`config.mk`:
```
export PLATFORM = sky130hd
export DESIGN_NAME = bitmap_slot_allocator_unit
export DESIGN_NICKNAME = d
export VERILOG_FILES = /design/src/hw/rtl/bsa_pkg.sv /design/src/hw/rtl/bitmap_slot_allocator_unit.sv
export SDC_FILE = /design/constraint.sdc
export NUM_CORES = 2
export LEC_CHECK = 0
export BUFFER_PORTS_ARGS = -buffer_cell sky130_fd_sc_hd__buf_4
export CORE_UTILIZATION = 35
export CTS_CLUSTER_SIZE = 28
export DETAILED_ROUTE_END_ITERATION = 6
export HOLD_SLACK_MARGIN = 0.05
export PLACE_DENSITY = 0.46
export SYNTH_ARGS = -nofsm -noshare
export SYNTH_HDL_FRONTEND = slang
export SYNTH_SLANG_ARGS = --single-unit
```
`constraint.sdc`:
```
create_clock -name clk -period 8.8 [get_ports clk]
set_input_delay 2.64 -clock clk [delete_from_list [all_inputs] [get_ports clk]]
set_output_delay 2.64 -clock clk [all_outputs]
set_load 0.05 [all_outputs]
```
`src/hw/rtl/bsa_pkg.sv`:
```
// Shared types and constants for the bitmap slot allocator.
// Holds default sizes, field widths, operation, configuration and status codes and the controller state type.
// Depends on nothing; every allocator file imports it.
package bsa_pkg;

    localparam int MAX_OBJECTS_DEF = 1024;
    localparam int WORD_BITS_DEF   = 64;
    localparam int ADDR_BITS_DEF   = 48;

    localparam int BASE_BITS     = 48;
    localparam int SIZE_BITS     = 32;
    localparam int COUNT_BITS    = 11;
    localparam int SLOT_BITS     = 10;
    localparam int ACTION_BITS   = 2;
    localparam int CFG_IDX_BITS  = 2;
    localparam int CFG_DATA_BITS = 48;

    localparam logic [ACTION_BITS-1:0] ACT_ALLOC   = 2'd0;
    localparam logic [ACTION_BITS-1:0] ACT_RESERVE = 2'd1;
    localparam logic [ACTION_BITS-1:0] ACT_FREE    = 2'd2;

    localparam logic [CFG_IDX_BITS-1:0] CFG_BASE  = 2'd0;
    localparam logic [CFG_IDX_BITS-1:0] CFG_SIZE  = 2'd1;
    localparam logic [CFG_IDX_BITS-1:0] CFG_COUNT = 2'd2;

    localparam logic [COUNT_BITS-1:0] COUNT_RESET = 11'd1024;

    typedef enum logic [2:0] {
        ST_OK       = 3'd0,
        ST_NONE     = 3'd1,
        ST_RANGE    = 3'd2,
        ST_MISALIGN = 3'd3,
        ST_SAME     = 3'd4
    } status_t;

    typedef enum logic [3:0] {
        S_INIT,
        S_IDLE,
        S_SCAN,
        S_DIV,
        S_CHECK,
        S_RD,
        S_RMW,
        S_MUL,
        S_ADD,
        S_OUT
    } state_t;

endpackage

```
`src/hw/rtl/bitmap_slot_allocator_unit.sv`:
```
// Top level of the bitmap slot allocator: free bitmap memory, next-fit scan,
// address divider and result register. Depends on bsa_pkg.
//
// Channel | Direction | Handshake           | Payload
// input   | in        | in_valid / in_stall | action, slot_index, address
// output  | out       | out_valid/out_stall | status, slot_address, slot_number, in_use_count
// config  | in        | cfg_wr_en           | cfg_index, cfg_data
//
// An allocate scans at most W bitmap words, W being the number of words in use
// (16 at the default sizes); the scan reads one memory word per cycle.
// A reserve reads and rewrites one bitmap word. A free runs a divider that
// produces one quotient bit per cycle. After reset and after every write to the
// base, size or count setting, the bitmap is rebuilt one word per cycle, while
// no transaction is accepted.
// A finished result waits in the output register while the next transaction
// is accepted and processed; only the final result transfer waits for out_stall.
module bitmap_slot_allocator_unit
    import bsa_pkg::*;
#(
    parameter int MAX_OBJECTS = MAX_OBJECTS_DEF,
    parameter int WORD_BITS   = WORD_BITS_DEF,
    parameter int ADDR_BITS   = ADDR_BITS_DEF
)
(
    input  logic                     clk,
    input  logic                     rst_n,

    input  logic                     in_valid,
    output logic                     in_stall,
    input  logic [ACTION_BITS-1:0]   action,
    input  logic [SLOT_BITS-1:0]     slot_index,
    input  logic [ADDR_BITS-1:0]     address,

    output logic                     out_valid,
    input  logic                     out_stall,
    output logic [2:0]               status,
    output logic [ADDR_BITS-1:0]     slot_address,
    output logic [SLOT_BITS-1:0]     slot_number,
    output logic [COUNT_BITS-1:0]    in_use_count,

    input  logic                     cfg_wr_en,
    input  logic [CFG_IDX_BITS-1:0]  cfg_index,
    input  logic [CFG_DATA_BITS-1:0] cfg_data
);

    localparam int CAP_LIMIT  = (1 << COUNT_BITS) - 1;
    localparam int CAP        = (MAX_OBJECTS < CAP_LIMIT) ? MAX_OBJECTS : CAP_LIMIT;
    localparam int MEM_WORDS  = (CAP + WORD_BITS - 1) / WORD_BITS;
    localparam int WIDX_BITS  = (MEM_WORDS > 1) ? $clog2(MEM_WORDS) : 1;
    localparam int WCNT_BITS  = $clog2(MEM_WORDS + 1);
    localparam int BIT_BITS   = $clog2(WORD_BITS);
    localparam int DIVX_BITS  = COUNT_BITS + 1;
    localparam int RK         = DIVX_BITS + BIT_BITS + 1;
    localparam int RECIP      = ((1 << RK) + WORD_BITS - 1) / WORD_BITS;
    localparam int PROD_BITS  = COUNT_BITS + SIZE_BITS;
    localparam int EXT_A      = (ADDR_BITS > BASE_BITS) ? ADDR_BITS : BASE_BITS;
    localparam int EXT_BITS   = (EXT_A > PROD_BITS) ? EXT_A : PROD_BITS;
    localparam int DCNT_BITS  = $clog2(ADDR_BITS);

    // Quotient by the word size through a reciprocal; exact for every argument width used.
    function automatic logic [DIVX_BITS-1:0] word_quot(input logic [DIVX_BITS-1:0] x);
        logic [DIVX_BITS+RK-1:0] p;
        p = (DIVX_BITS+RK)'(x) * (DIVX_BITS+RK)'(RECIP);
        return DIVX_BITS'(p >> RK);
    endfunction

    state_t                  state_reg, state_next;
    logic [BASE_BITS-1:0]    base_reg, base_next;
    logic [SIZE_BITS-1:0]    size_reg, size_next;
    logic [COUNT_BITS-1:0]   count_reg, count_next;
    logic [WCNT_BITS-1:0]    init_w_reg, init_w_next;
    logic [WIDX_BITS-1:0]    last_word_reg, last_word_next;
    logic [COUNT_BITS-1:0]   used_reg, used_next;
    logic                    out_valid_reg, out_valid_next;
    logic                    rd_pending_reg;
    logic [WIDX_BITS-1:0]    scan_w_reg, scan_w_next;
    logic [WCNT_BITS-1:0]    issued_reg, issued_next;
    logic [DCNT_BITS-1:0]    div_cnt_reg, div_cnt_next;

    logic [ACTION_BITS-1:0]  action_reg, action_next;
    logic [ADDR_BITS-1:0]    addr_in_reg, addr_in_next;
    logic [ADDR_BITS-1:0]    dq_reg, dq_next;
    logic [SIZE_BITS-1:0]    rem_reg, rem_next;
    logic [COUNT_BITS-1:0]   slot_reg, slot_next;
    status_t                 res_status_reg, res_status_next;
    logic [ADDR_BITS-1:0]    res_addr_reg, res_addr_next;
    logic [PROD_BITS-1:0]    prod_reg, prod_next;
    logic [WIDX_BITS-1:0]    pend_w_reg, pend_w_next;

    status_t                 out_status_reg;
    logic [ADDR_BITS-1:0]    out_addr_reg;
    logic [SLOT_BITS-1:0]    out_slot_reg;
    logic [COUNT_BITS-1:0]   out_count_reg;
    logic                    load_out;

    logic [WORD_BITS-1:0]    mem [MEM_WORDS];
    logic [WORD_BITS-1:0]    rd_data_reg;
    logic                    mem_rd_en;
    logic [WIDX_BITS-1:0]    mem_rd_addr;
    logic                    mem_wr_en;
    logic [WIDX_BITS-1:0]    mem_wr_addr;
    logic [WORD_BITS-1:0]    mem_wr_data;

    logic [COUNT_BITS-1:0]   n_slots;
    logic [DIVX_BITS-1:0]    n_plus;
    logic [WCNT_BITS-1:0]    words;
    logic [SIZE_BITS-1:0]    stride;
    logic [DIVX_BITS-1:0]    init_lo;
    logic [WORD_BITS-1:0]    init_word;
    logic [WORD_BITS-1:0]    low_onehot;
    logic [BIT_BITS-1:0]     low_bit;
    logic                    found;
    logic [DIVX_BITS-1:0]    slot_q;
    logic [DIVX_BITS-1:0]    slot_rem;
    logic [WIDX_BITS-1:0]    slot_w;
    logic [WORD_BITS-1:0]    slot_onehot;
    logic [EXT_BITS-1:0]     addr_ext;
    logic [EXT_BITS-1:0]     base_ext;
    logic [SIZE_BITS:0]      div_shift;
    logic                    div_ge;

    assign n_slots = (count_reg > COUNT_BITS'(CAP)) ? COUNT_BITS'(CAP) : count_reg;
    assign n_plus  = DIVX_BITS'(n_slots) + DIVX_BITS'(WORD_BITS - 1);
    assign words   = WCNT_BITS'(word_quot(n_plus));
    assign stride  = (size_reg == '0) ? SIZE_BITS'(1) : size_reg;

    assign init_lo = DIVX_BITS'(DIVX_BITS'(init_w_reg) * DIVX_BITS'(WORD_BITS));

    always_comb
    begin
        for (int b = 0; b < WORD_BITS; b++)
        begin
            init_word[b] = (init_lo + DIVX_BITS'(b)) < DIVX_BITS'(n_slots);
        end
    end

    assign found      = rd_pending_reg && (rd_data_reg != '0);
    assign low_onehot = rd_data_reg & (~rd_data_reg + WORD_BITS'(1));

    always_comb
    begin
        low_bit = '0;
        for (int b = 0; b < WORD_BITS; b++)
        begin
            if (low_onehot[b])
            begin
                low_bit = low_bit | BIT_BITS'(b);
            end
        end
    end

    assign slot_q      = word_quot(DIVX_BITS'(slot_reg));
    assign slot_rem    = DIVX_BITS'(slot_reg) - DIVX_BITS'(slot_q * DIVX_BITS'(WORD_BITS));
    assign slot_w      = WIDX_BITS'(slot_q);
    assign slot_onehot = WORD_BITS'(1) << BIT_BITS'(slot_rem);

    assign addr_ext = EXT_BITS'(address);
    assign base_ext = EXT_BITS'(base_reg);

    assign div_shift = {rem_reg, dq_reg[ADDR_BITS-1]};
    assign div_ge    = div_shift >= {1'b0, stride};

    always_comb
    begin
        state_next      = state_reg;
        base_next       = base_reg;
        size_next       = size_reg;
        count_next      = count_reg;
        init_w_next     = init_w_reg;
        last_word_next  = last_word_reg;
        used_next       = used_reg;
        out_valid_next  = out_valid_reg;
        scan_w_next     = scan_w_reg;
        issued_next     = issued_reg;
        div_cnt_next    = div_cnt_reg;
        action_next     = action_reg;
        addr_in_next    = addr_in_reg;
        dq_next         = dq_reg;
        rem_next        = rem_reg;
        slot_next       = slot_reg;
        res_status_next = res_status_reg;
        res_addr_next   = res_addr_reg;
        prod_next       = prod_reg;
        pend_w_next     = pend_w_reg;
        in_stall        = 1'b1;
        load_out        = 1'b0;
        mem_rd_en       = 1'b0;
        mem_rd_addr     = scan_w_reg;
        mem_wr_en       = 1'b0;
        mem_wr_addr     = WIDX_BITS'(init_w_reg);
        mem_wr_data     = init_word;

        if (out_valid_reg && !out_stall)
        begin
            out_valid_next = 1'b0;
        end

        case (state_reg)
            S_INIT:
            begin
                if (init_w_reg >= words)
                begin
                    state_next = S_IDLE;
                end
                else
                begin
                    mem_wr_en   = 1'b1;
                    init_w_next = init_w_reg + WCNT_BITS'(1);
                end
            end
            S_IDLE:
            begin
                in_stall = cfg_wr_en;
                if (in_valid && !cfg_wr_en)
                begin
                    action_next     = action;
                    addr_in_next    = address;
                    res_status_next = ST_OK;
                    res_addr_next   = '0;
                    slot_next       = '0;
                    case (action)
                        ACT_ALLOC:
                        begin
                            if (words == '0)
                            begin
                                res_status_next = ST_NONE;
                                state_next      = S_OUT;
                            end
                            else
                            begin
                                scan_w_next = last_word_reg;
                                issued_next = '0;
                                state_next  = S_SCAN;
                            end
                        end
                        ACT_RESERVE:
                        begin
                            if (COUNT_BITS'(slot_index) >= n_slots)
                            begin
                                res_status_next = ST_RANGE;
                                state_next      = S_OUT;
                            end
                            else
                            begin
                                slot_next  = COUNT_BITS'(slot_index);
                                state_next = S_RD;
                            end
                        end
                        ACT_FREE:
                        begin
                            if (addr_ext < base_ext)
                            begin
                                res_status_next = ST_RANGE;
                                state_next      = S_OUT;
                            end
                            else
                            begin
                                dq_next      = ADDR_BITS'(addr_ext - base_ext);
                                rem_next     = '0;
                                div_cnt_next = '0;
                                state_next   = S_DIV;
                            end
                        end
                        default:
                        begin
                            state_next = S_OUT;
                        end
                    endcase
                end
            end
            S_SCAN:
            begin
                if (found)
                begin
                    mem_wr_en      = 1'b1;
                    mem_wr_addr    = pend_w_reg;
                    mem_wr_data    = rd_data_reg & ~low_onehot;
                    slot_next      = COUNT_BITS'(COUNT_BITS'(pend_w_reg) * COUNT_BITS'(WORD_BITS)
                                     + COUNT_BITS'(low_bit));
                    last_word_next = pend_w_reg;
                    used_next      = used_reg + COUNT_BITS'(1);
                    state_next     = S_MUL;
                end
                else if (issued_reg < words)
                begin
                    mem_rd_en   = 1'b1;
                    pend_w_next = scan_w_reg;
                    issued_next = issued_reg + WCNT_BITS'(1);
                    if (WCNT_BITS'(scan_w_reg) + WCNT_BITS'(1) == words)
                    begin
                        scan_w_next = '0;
                    end
                    else
                    begin
                        scan_w_next = scan_w_reg + WIDX_BITS'(1);
                    end
                end
                else
                begin
                    res_status_next = ST_NONE;
                    slot_next       = '0;
                    state_next      = S_OUT;
                end
            end
            S_DIV:
            begin
                rem_next     = div_ge ? SIZE_BITS'(div_shift - {1'b0, stride})
                                      : SIZE_BITS'(div_shift);
                dq_next      = {dq_reg[ADDR_BITS-2:0], div_ge};
                div_cnt_next = div_cnt_reg + DCNT_BITS'(1);
                if (div_cnt_reg == DCNT_BITS'(ADDR_BITS - 1))
                begin
                    state_next = S_CHECK;
                end
            end
            S_CHECK:
            begin
                if (rem_reg != '0)
                begin
                    res_status_next = ST_MISALIGN;
                    state_next      = S_OUT;
                end
                else if (dq_reg >= ADDR_BITS'(n_slots))
                begin
                    res_status_next = ST_RANGE;
                    state_next      = S_OUT;
                end
                else
                begin
                    slot_next  = COUNT_BITS'(dq_reg);
                    state_next = S_RD;
                end
            end
            S_RD:
            begin
                mem_rd_en   = 1'b1;
                mem_rd_addr = slot_w;
                state_next  = S_RMW;
            end
            S_RMW:
            begin
                mem_wr_addr = slot_w;
                if (action_reg == ACT_FREE)
                begin
                    if ((rd_data_reg & slot_onehot) != '0)
                    begin
                        res_status_next = ST_SAME;
                    end
                    else
                    begin
                        mem_wr_en     = 1'b1;
                        mem_wr_data   = rd_data_reg | slot_onehot;
                        res_addr_next = addr_in_reg;
                        if (used_reg != '0)
                        begin
                            used_next = used_reg - COUNT_BITS'(1);
                        end
                    end
                    state_next = S_OUT;
                end
                else
                begin
                    if ((rd_data_reg & slot_onehot) == '0)
                    begin
                        res_status_next = ST_SAME;
                        state_next      = S_OUT;
                    end
                    else
                    begin
                        mem_wr_en   = 1'b1;
                        mem_wr_data = rd_data_reg & ~slot_onehot;
                        used_next   = used_reg + COUNT_BITS'(1);
                        state_next  = S_MUL;
                    end
                end
            end
            S_MUL:
            begin
                prod_next  = PROD_BITS'(slot_reg) * PROD_BITS'(stride);
                state_next = S_ADD;
            end
            S_ADD:
            begin
                res_addr_next = ADDR_BITS'(base_ext + EXT_BITS'(prod_reg));
                state_next    = S_OUT;
            end
            S_OUT:
            begin
                if (!out_valid_reg || !out_stall)
                begin
                    load_out       = 1'b1;
                    out_valid_next = 1'b1;
                    state_next     = S_IDLE;
                end
            end
            default:
            begin
                state_next = S_INIT;
            end
        endcase

        if (cfg_wr_en)
        begin
            case (cfg_index)
                CFG_BASE:
                begin
                    base_next = cfg_data[BASE_BITS-1:0];
                end
                CFG_SIZE:
                begin
                    size_next = cfg_data[SIZE_BITS-1:0];
                end
                CFG_COUNT:
                begin
                    count_next = cfg_data[COUNT_BITS-1:0];
                end
                default:
                begin
                end
            endcase
            if (cfg_index == CFG_BASE || cfg_index == CFG_SIZE || cfg_index == CFG_COUNT)
            begin
                state_next     = S_INIT;
                init_w_next    = '0;
                last_word_next = '0;
                used_next      = '0;
            end
        end
    end

    always_ff @(posedge clk or negedge rst_n)
    begin
        if (!rst_n)
        begin
            state_reg      <= S_INIT;
            base_reg       <= '0;
            size_reg       <= SIZE_BITS'(1);
            count_reg      <= COUNT_RESET;
            init_w_reg     <= '0;
            last_word_reg  <= '0;
            used_reg       <= '0;
            out_valid_reg  <= 1'b0;
            rd_pending_reg <= 1'b0;
            scan_w_reg     <= '0;
            issued_reg     <= '0;
            div_cnt_reg    <= '0;
        end
        else
        begin
            state_reg      <= state_next;
            base_reg       <= base_next;
            size_reg       <= size_next;
            count_reg      <= count_next;
            init_w_reg     <= init_w_next;
            last_word_reg  <= last_word_next;
            used_reg       <= used_next;
            out_valid_reg  <= out_valid_next;
            rd_pending_reg <= mem_rd_en;
            scan_w_reg     <= scan_w_next;
            issued_reg     <= issued_next;
            div_cnt_reg    <= div_cnt_next;
        end
    end

    always_ff @(posedge clk)
    begin
        action_reg     <= action_next;
        addr_in_reg    <= addr_in_next;
        dq_reg         <= dq_next;
        rem_reg        <= rem_next;
        slot_reg       <= slot_next;
        res_status_reg <= res_status_next;
        res_addr_reg   <= res_addr_next;
        prod_reg       <= prod_next;
        pend_w_reg     <= pend_w_next;
        if (load_out)
        begin
            out_status_reg <= res_status_reg;
            out_addr_reg   <= res_addr_reg;
            out_slot_reg   <= SLOT_BITS'(slot_reg);
            out_count_reg  <= used_reg;
        end
    end

    always_ff @(posedge clk)
    begin
        if (mem_wr_en)
        begin
            mem[mem_wr_addr] <= mem_wr_data;
        end
        if (mem_rd_en)
        begin
            rd_data_reg <= mem[mem_rd_addr];
        end
    end

    assign out_valid    = out_valid_reg;
    assign status       = out_status_reg;
    assign slot_address = out_addr_reg;
    assign slot_number  = out_slot_reg;
    assign in_use_count = out_count_reg;

    // A read never meets a write to the same bitmap word in one cycle.
    a_no_rw_collision: assert property (@(posedge clk) disable iff (!rst_n)
        (mem_rd_en && mem_wr_en) |-> (mem_rd_addr != mem_wr_addr))
        else $error("bitmap read and write hit the same word");

    // The in-use count never exceeds the number of managed slots.
    a_used_bound: assert property (@(posedge clk) disable iff (!rst_n)
        used_reg <= n_slots)
        else $error("in-use count exceeds managed slots");

    // Every failed operation reports a zero slot address.
    a_err_addr_zero: assert property (@(posedge clk) disable iff (!rst_n)
        (out_valid_reg && out_status_reg != ST_OK) |-> (out_addr_reg == '0))
        else $error("error result carries a nonzero address");

    // Transactions are taken only when the controller is idle.
    a_accept_idle: assert property (@(posedge clk) disable iff (!rst_n)
        (in_valid && !in_stall) |=> (state_reg != S_IDLE && state_reg != S_INIT))
        else $error("accepted transaction did not start processing");

endmodule
```
Yosys cells after proc, flatten, opt, wreduce, memory -nomap -nowiden
Memory sizes are Yosys's and may differ from the RTL's. A register that Yosys moved wholly into a read port is not among the register bits.
Index checks and enable logic that the tools add are counted.
{"block": "totals", "ram_bits": 1024, "n_memories": 1, "register_bits": 443, "mem_bits_ro": 0, "latchBits": 0}
{"memory": "mem", "depth": 16, "width": 64, "read_ports": 1, "rd_ports_with_merged_regs": 1, "write_ports": 1, "line": "bitmap_slot_allocator_unit.sv:96", "source": "logic [WORD_BITS-1:0] mem [MEM_WORDS];"}
{"block": "op_classes", "n_mul": 1, "magnitude_cmp": 71, "n_div": 0, "n_addsub": 77, "muxes": 325, "bitwise_logic": 8, "eq_ne": 35, "n_shift": 1, "reduce_logical": 34}
{"op": "$mux W48", "count": 20}
{"op": "$lt A12 B11 Y1", "count": 63}
{"op": "$mux W64", "count": 10}
{"op": "$mux W11", "count": 38}
{"op": "$mux W32", "count": 13}
{"op": "$add A11 B6 Y12 const B", "count": 32}
{"op": "$mux W4", "count": 80}
{"op": "$and A64 B64 Y64", "count": 4}
{"op": "$mux W6", "count": 41}
{"op": "$add A11 B5 Y12 const B", "count": 16}
{"op": "$not A64 Y64", "count": 3}
{"op": "$mux W5", "count": 36}
{"op": "$pmux W48 S3", "count": 1}
{"op": "$pmux W64 S2", "count": 1}
{"op": "$reduce_bool A64 Y1", "count": 2}
{"op": "$mux W3", "count": 35}
{"op": "$add A11 B4 Y12 const B", "count": 8}
{"op": "$pmux W48 S2", "count": 1}
{"op": "$add A64 B1 Y64 const B", "count": 1}
{"op": "$logic_not A64 Y1", "count": 1}
{"op": "$or A64 B64 Y64", "count": 1}
{"op": "$pmux W32 S2", "count": 1}
{"op": "$shl A1 B6 Y64 const A", "count": 1}
{"op": "$add A11 B3 Y12 const B", "count": 4}
{"op": "66 further kinds", "count": 139}

Longest topological paths before layout
{"block": "depth", "word_depth": 70, "ltp_mapped": 25}

Worst setup path after synthesis
No wires, ideal clock.
{"block": "synth_path", "kind": "input-to-reg", "startpoint": "in address[0]", "endpoint": "reg div_cnt_reg[0]", "path_stages": 13, "arrival_ns": 8.466, "slack_ns": 0.030, "required_time_ns": 8.496, "path_cell_list": "inv_1 > ha_1 > fa_1 > nand2b_1 > a21o_1 > a21oi_1 > o2111ai_1 > a2111oi_0 > or3b_1 > a31o_2 > a31oi_1 > nor2_1 > a21oi_1"}
{"block": "synth_between", "elab_chain_len": 3}
{"element": "from (decl)", "line": "bitmap_slot_allocator_unit.sv:32", "source": "input logic [ADDR_BITS-1:0] address,"}
{"element": "$lt A48 B48 Y1", "line": "bitmap_slot_allocator_unit.sv:251", "source": "if (addr_ext < base_ext)"}
{"element": "$ne A2 B2 Y1 (no source line)"}
{"element": "$reduce_and A4 Y1 (no source line)"}
{"element": "to (signal assigned)", "line": "bitmap_slot_allocator_unit.sv:461", "source": "div_cnt_reg <= div_cnt_next;"}
{"element": "to (decl)", "line": "bitmap_slot_allocator_unit.sv:78", "source": "logic [DCNT_BITS-1:0] div_cnt_reg, div_cnt_next;"}
Every way passes these cells.
A chain may end at the register's enable or synchronous reset.

Worst setup path after layout
{"block": "layout_path", "startpoint": "reg size_reg[18]", "endpoint": "reg prod_reg[42], data pin"}
{"block": "layout_between", "elab_chain_len": 3}
{"element": "from (decl)", "line": "bitmap_slot_allocator_unit.sv:69", "source": "logic [SIZE_BITS-1:0] size_reg, size_next;"}
{"element": "from (signal assigned)", "line": "bitmap_slot_allocator_unit.sv:452", "source": "size_reg <= size_next;"}
{"element": "$logic_not A32 Y1", "line": "bitmap_slot_allocator_unit.sv:125", "source": "assign stride = (size_reg == '0) ? SIZE_BITS'(1) : size_reg;"}
{"element": "$mux W32 *", "line": "bitmap_slot_allocator_unit.sv:125"}
{"element": "$mul A11 B32 Y43 *", "line": "bitmap_slot_allocator_unit.sv:379", "source": "prod_next = PROD_BITS'(slot_reg) * PROD_BITS'(stride);"}
{"element": "to (signal assigned)", "line": "bitmap_slot_allocator_unit.sv:474", "source": "prod_reg <= prod_next;"}
{"element": "to (decl)", "line": "bitmap_slot_allocator_unit.sv:87", "source": "logic [PROD_BITS-1:0] prod_reg, prod_next;"}
Every way passes the cells marked *; elsewhere a longest branch is shown, timed or not.

==> flow_summary.ini <==
[die]
start_util = 0.352
num_io_pins = 189
dieArea_mm2 = 0.234
core_mm2 = 0.230
die_x_um = 484
die_h_um = 484
num_rows = 176

[logic_synthesis]
synth_ff_type = edfxtp_1
synth_edf_count = 1399
synth_warnings = 0
syn-cell-area_mm2 = 0.0812
async_flop_share = 0.0862
avgSynthCellArea_um2 = 12.9
synthTopCellsByArea = edfxtp_1, mux4_2, fa_1, dfrtp_1, ha_1
ys_seq_elements = 1531
synth_fp_nets = 6928
synth_top_cell_by_area = edfxtp_1
synthCells = 6289
seq_area_frac_synth = 0.558
netlist_top_cells_count = edfxtp_1, nand2_1, inv_1, nor2_1, o21ai_0
synth_top_area_share = 0.518
ys_types = 103
synthMostInstantiatedCell = edfxtp_1

[placement]
dpl.hpwl_um = 182000
io_buffer_count = 188
place_inst = 9332
routabilityCongestion = 0.961
pre_cts_slack_ns = 0.861
dpl_cell_area_mm2 = 0.0869

[clocking]
postCtsHoldBufs = 0
cts_setup_buffers = 0
clockRootBuffer = clkbuf_16
clock-sinks = 1531
cts_tree = built
clkLatencyLatePin_ns = 0.87
cts_buffers = 174
h-tree-depth = 4
clk_pin_slew_ns = 0.07
clock_path_buffers = 3
cts_resized = 0

[grt]
grt_pass1_vias = 54700
grt.overflow.total = 0
grtUsageTotal = 0.228
grt_max_degree = 113
antenna_found_initial = 14
grt_first_pass_wirelength_um = 389000

[route]
wl_per_cell_um = 27.7
dr.max_layer_used = met5
drc_errors = 0
vias_per_cell = 5.54
drt-met1-wl_um = 115000
drtIter0Drc = 4499
wl_um = 267000
vias = 53500
wl_met3_um = 12700
wl_met2_um = 130000
final_antenna_net_count = 0
firstDrtPassIters = 5

[setup_path]
cp_data_arrival_time_ns = 8.56
regToRegStartpoint = size_reg[18]
worstSetupStartpointType = flop
crit_type = reg -> reg
crit_required_ns = 9.36
critPathLaunch = size_reg[18]
critPathMaxFanout = 14
end_kind = flop

[sta]
tightest_slew_ns = 1.37
slew_headroom = 0.0856
report.final.slew_viol_count = 0
fin_crit_sh = 0.909
setup_tns_ns = 0
fin_crit_ns = 8.00
finClkSkew_ns = 0.0968
rsz0062_at_grt = no
final_hold_viol_count = 0
fmax_mhz = 125
finalWorstSetupSlack_ns = 0.803
setup_viol = 0

[power]
irDropWorstVdd_uv = 469
powerDensity_mw_per_mm2 = 426
p_total_w = 0.0395
p_leak_nw = 33.4

[cells_and_area]
stdcell_area_mm2 = 0.0926
syn_to_final_growth_pct = 14.1
layout-drive-gt1-share = 0.150
largest_register_ff_count = 1024
nets = 7122
stdcell_count = 9658

[run]
max_cap_viol_count = 0

[outcome]
status = complete, no violations

[worst_hold_path]
hold_start = res_status_reg[1]
hold_class = reg -> reg
[placed cells by master, fill, tap and decap left out, types with 86 or more instances in the layout]
cell type  Yosys  routed
dfrtp_1      130     130
a31oi_1      100     100
nand3_1       92      90
buf_4          4     325
a21o_1        92      92
o21ai_0      346     344
clkbuf_16      0     175
mux4_2       256     256
a211oi_1      87      86
nand2_1      739     737
fa_1         272     272
and2_1       204     205
nor2_1       356     336
xnor2_1      105     105
ha_1         252     252
a21oi_1      248     247
inv_1        396     395
edfxtp_1    1399    1399
[critical path, cell delays in order (launching register included)]
cell and delay (ns):
dfrtp_1 0.54, nor4_1 0.60, nand4_1 0.20, o21bai_1 0.18, buf_4 0.21, nand2_1 0.10
fa_1 0.53, fa_1 0.55, inv_1 0.06, fa_1 0.52, inv_1 0.06, fa_1 0.52
inv_1 0.05, fa_1 0.47, ha_1 0.37, nand2_1 0.10, a211oi_1 0.05, a211oi_1 0.51
o21ai_0 0.40, o31ai_1 0.62, a211oi_1 0.28, o221ai_1 0.40, o21ai_0 0.15, a21oi_1 0.19
xnor2_1 0.08
[cells by family after synthesis]
group           after synthesis  share of synthesized area
fa+ha+maj                   524                      0.106
xor+xnor                    166                     0.0179
buf+inv                     732                     0.0350
compound gates             1233                     0.0979
flops                      1531                      0.558
mux                         348                     0.0832
simple gates               1755                      0.102
[final timing paths]
path                                end  slack, ns  cells past startpoint
max                        prod_reg[42]       0.80                     24
min                           status[1]       0.41                      0
max reg2reg                prod_reg[42]       0.80                     24
min in group asynchronous  base_ext[27]       1.79                      1
max in group asynchronous  count_reg[7]       5.52                      2
min reg2reg                   status[1]       0.41                      0
[metrics by stage]
stage,utilization,hold slack [ns]
2_1_floorplan,-,0.400
3_3_place_gp,0.377,0.401
3_5_place_dp,0.377,0.405
4_1_cts,0.402,0.408
5_1_grt,0.402,0.420
6_report,0.402,0.409
[cell type report]
cell class                      count  area, um^2
Timing Repair Buffer              350        2930
Multi-Input combinational cell   4026       33300
Sequential cell                  1531       45300
Tap cell                         3026        3790
Clock buffer                      215        4570
Clock inverter                    106        1200
Inverter                          400        1500
Antenna cell                        4        10.0
Fill cell                       21800      138000
[power by group]
part / leakage [nW] / switching [W] / internal [W]
combinational: 16.6 / 0.0127 / 0.00848
clock: 2.77 / 0.00312 / 0.00417
sequential: 14.1 / 0.000381 / 0.0106
total: 33.4 / 0.0162 / 0.0232
[routing by layer]
| layer | vias to the layer above | GRT usage |
|---|---|---|
| met1 | 27800 | 0.300 |
| met5 | - | 0 |
| met2 | 1574 | 0.381 |
| met4 | 6 | 0.0852 |
| met3 | 408 | 0.0308 |
| li1 | 23700 | - |
(Power assumes the default switching activity.)
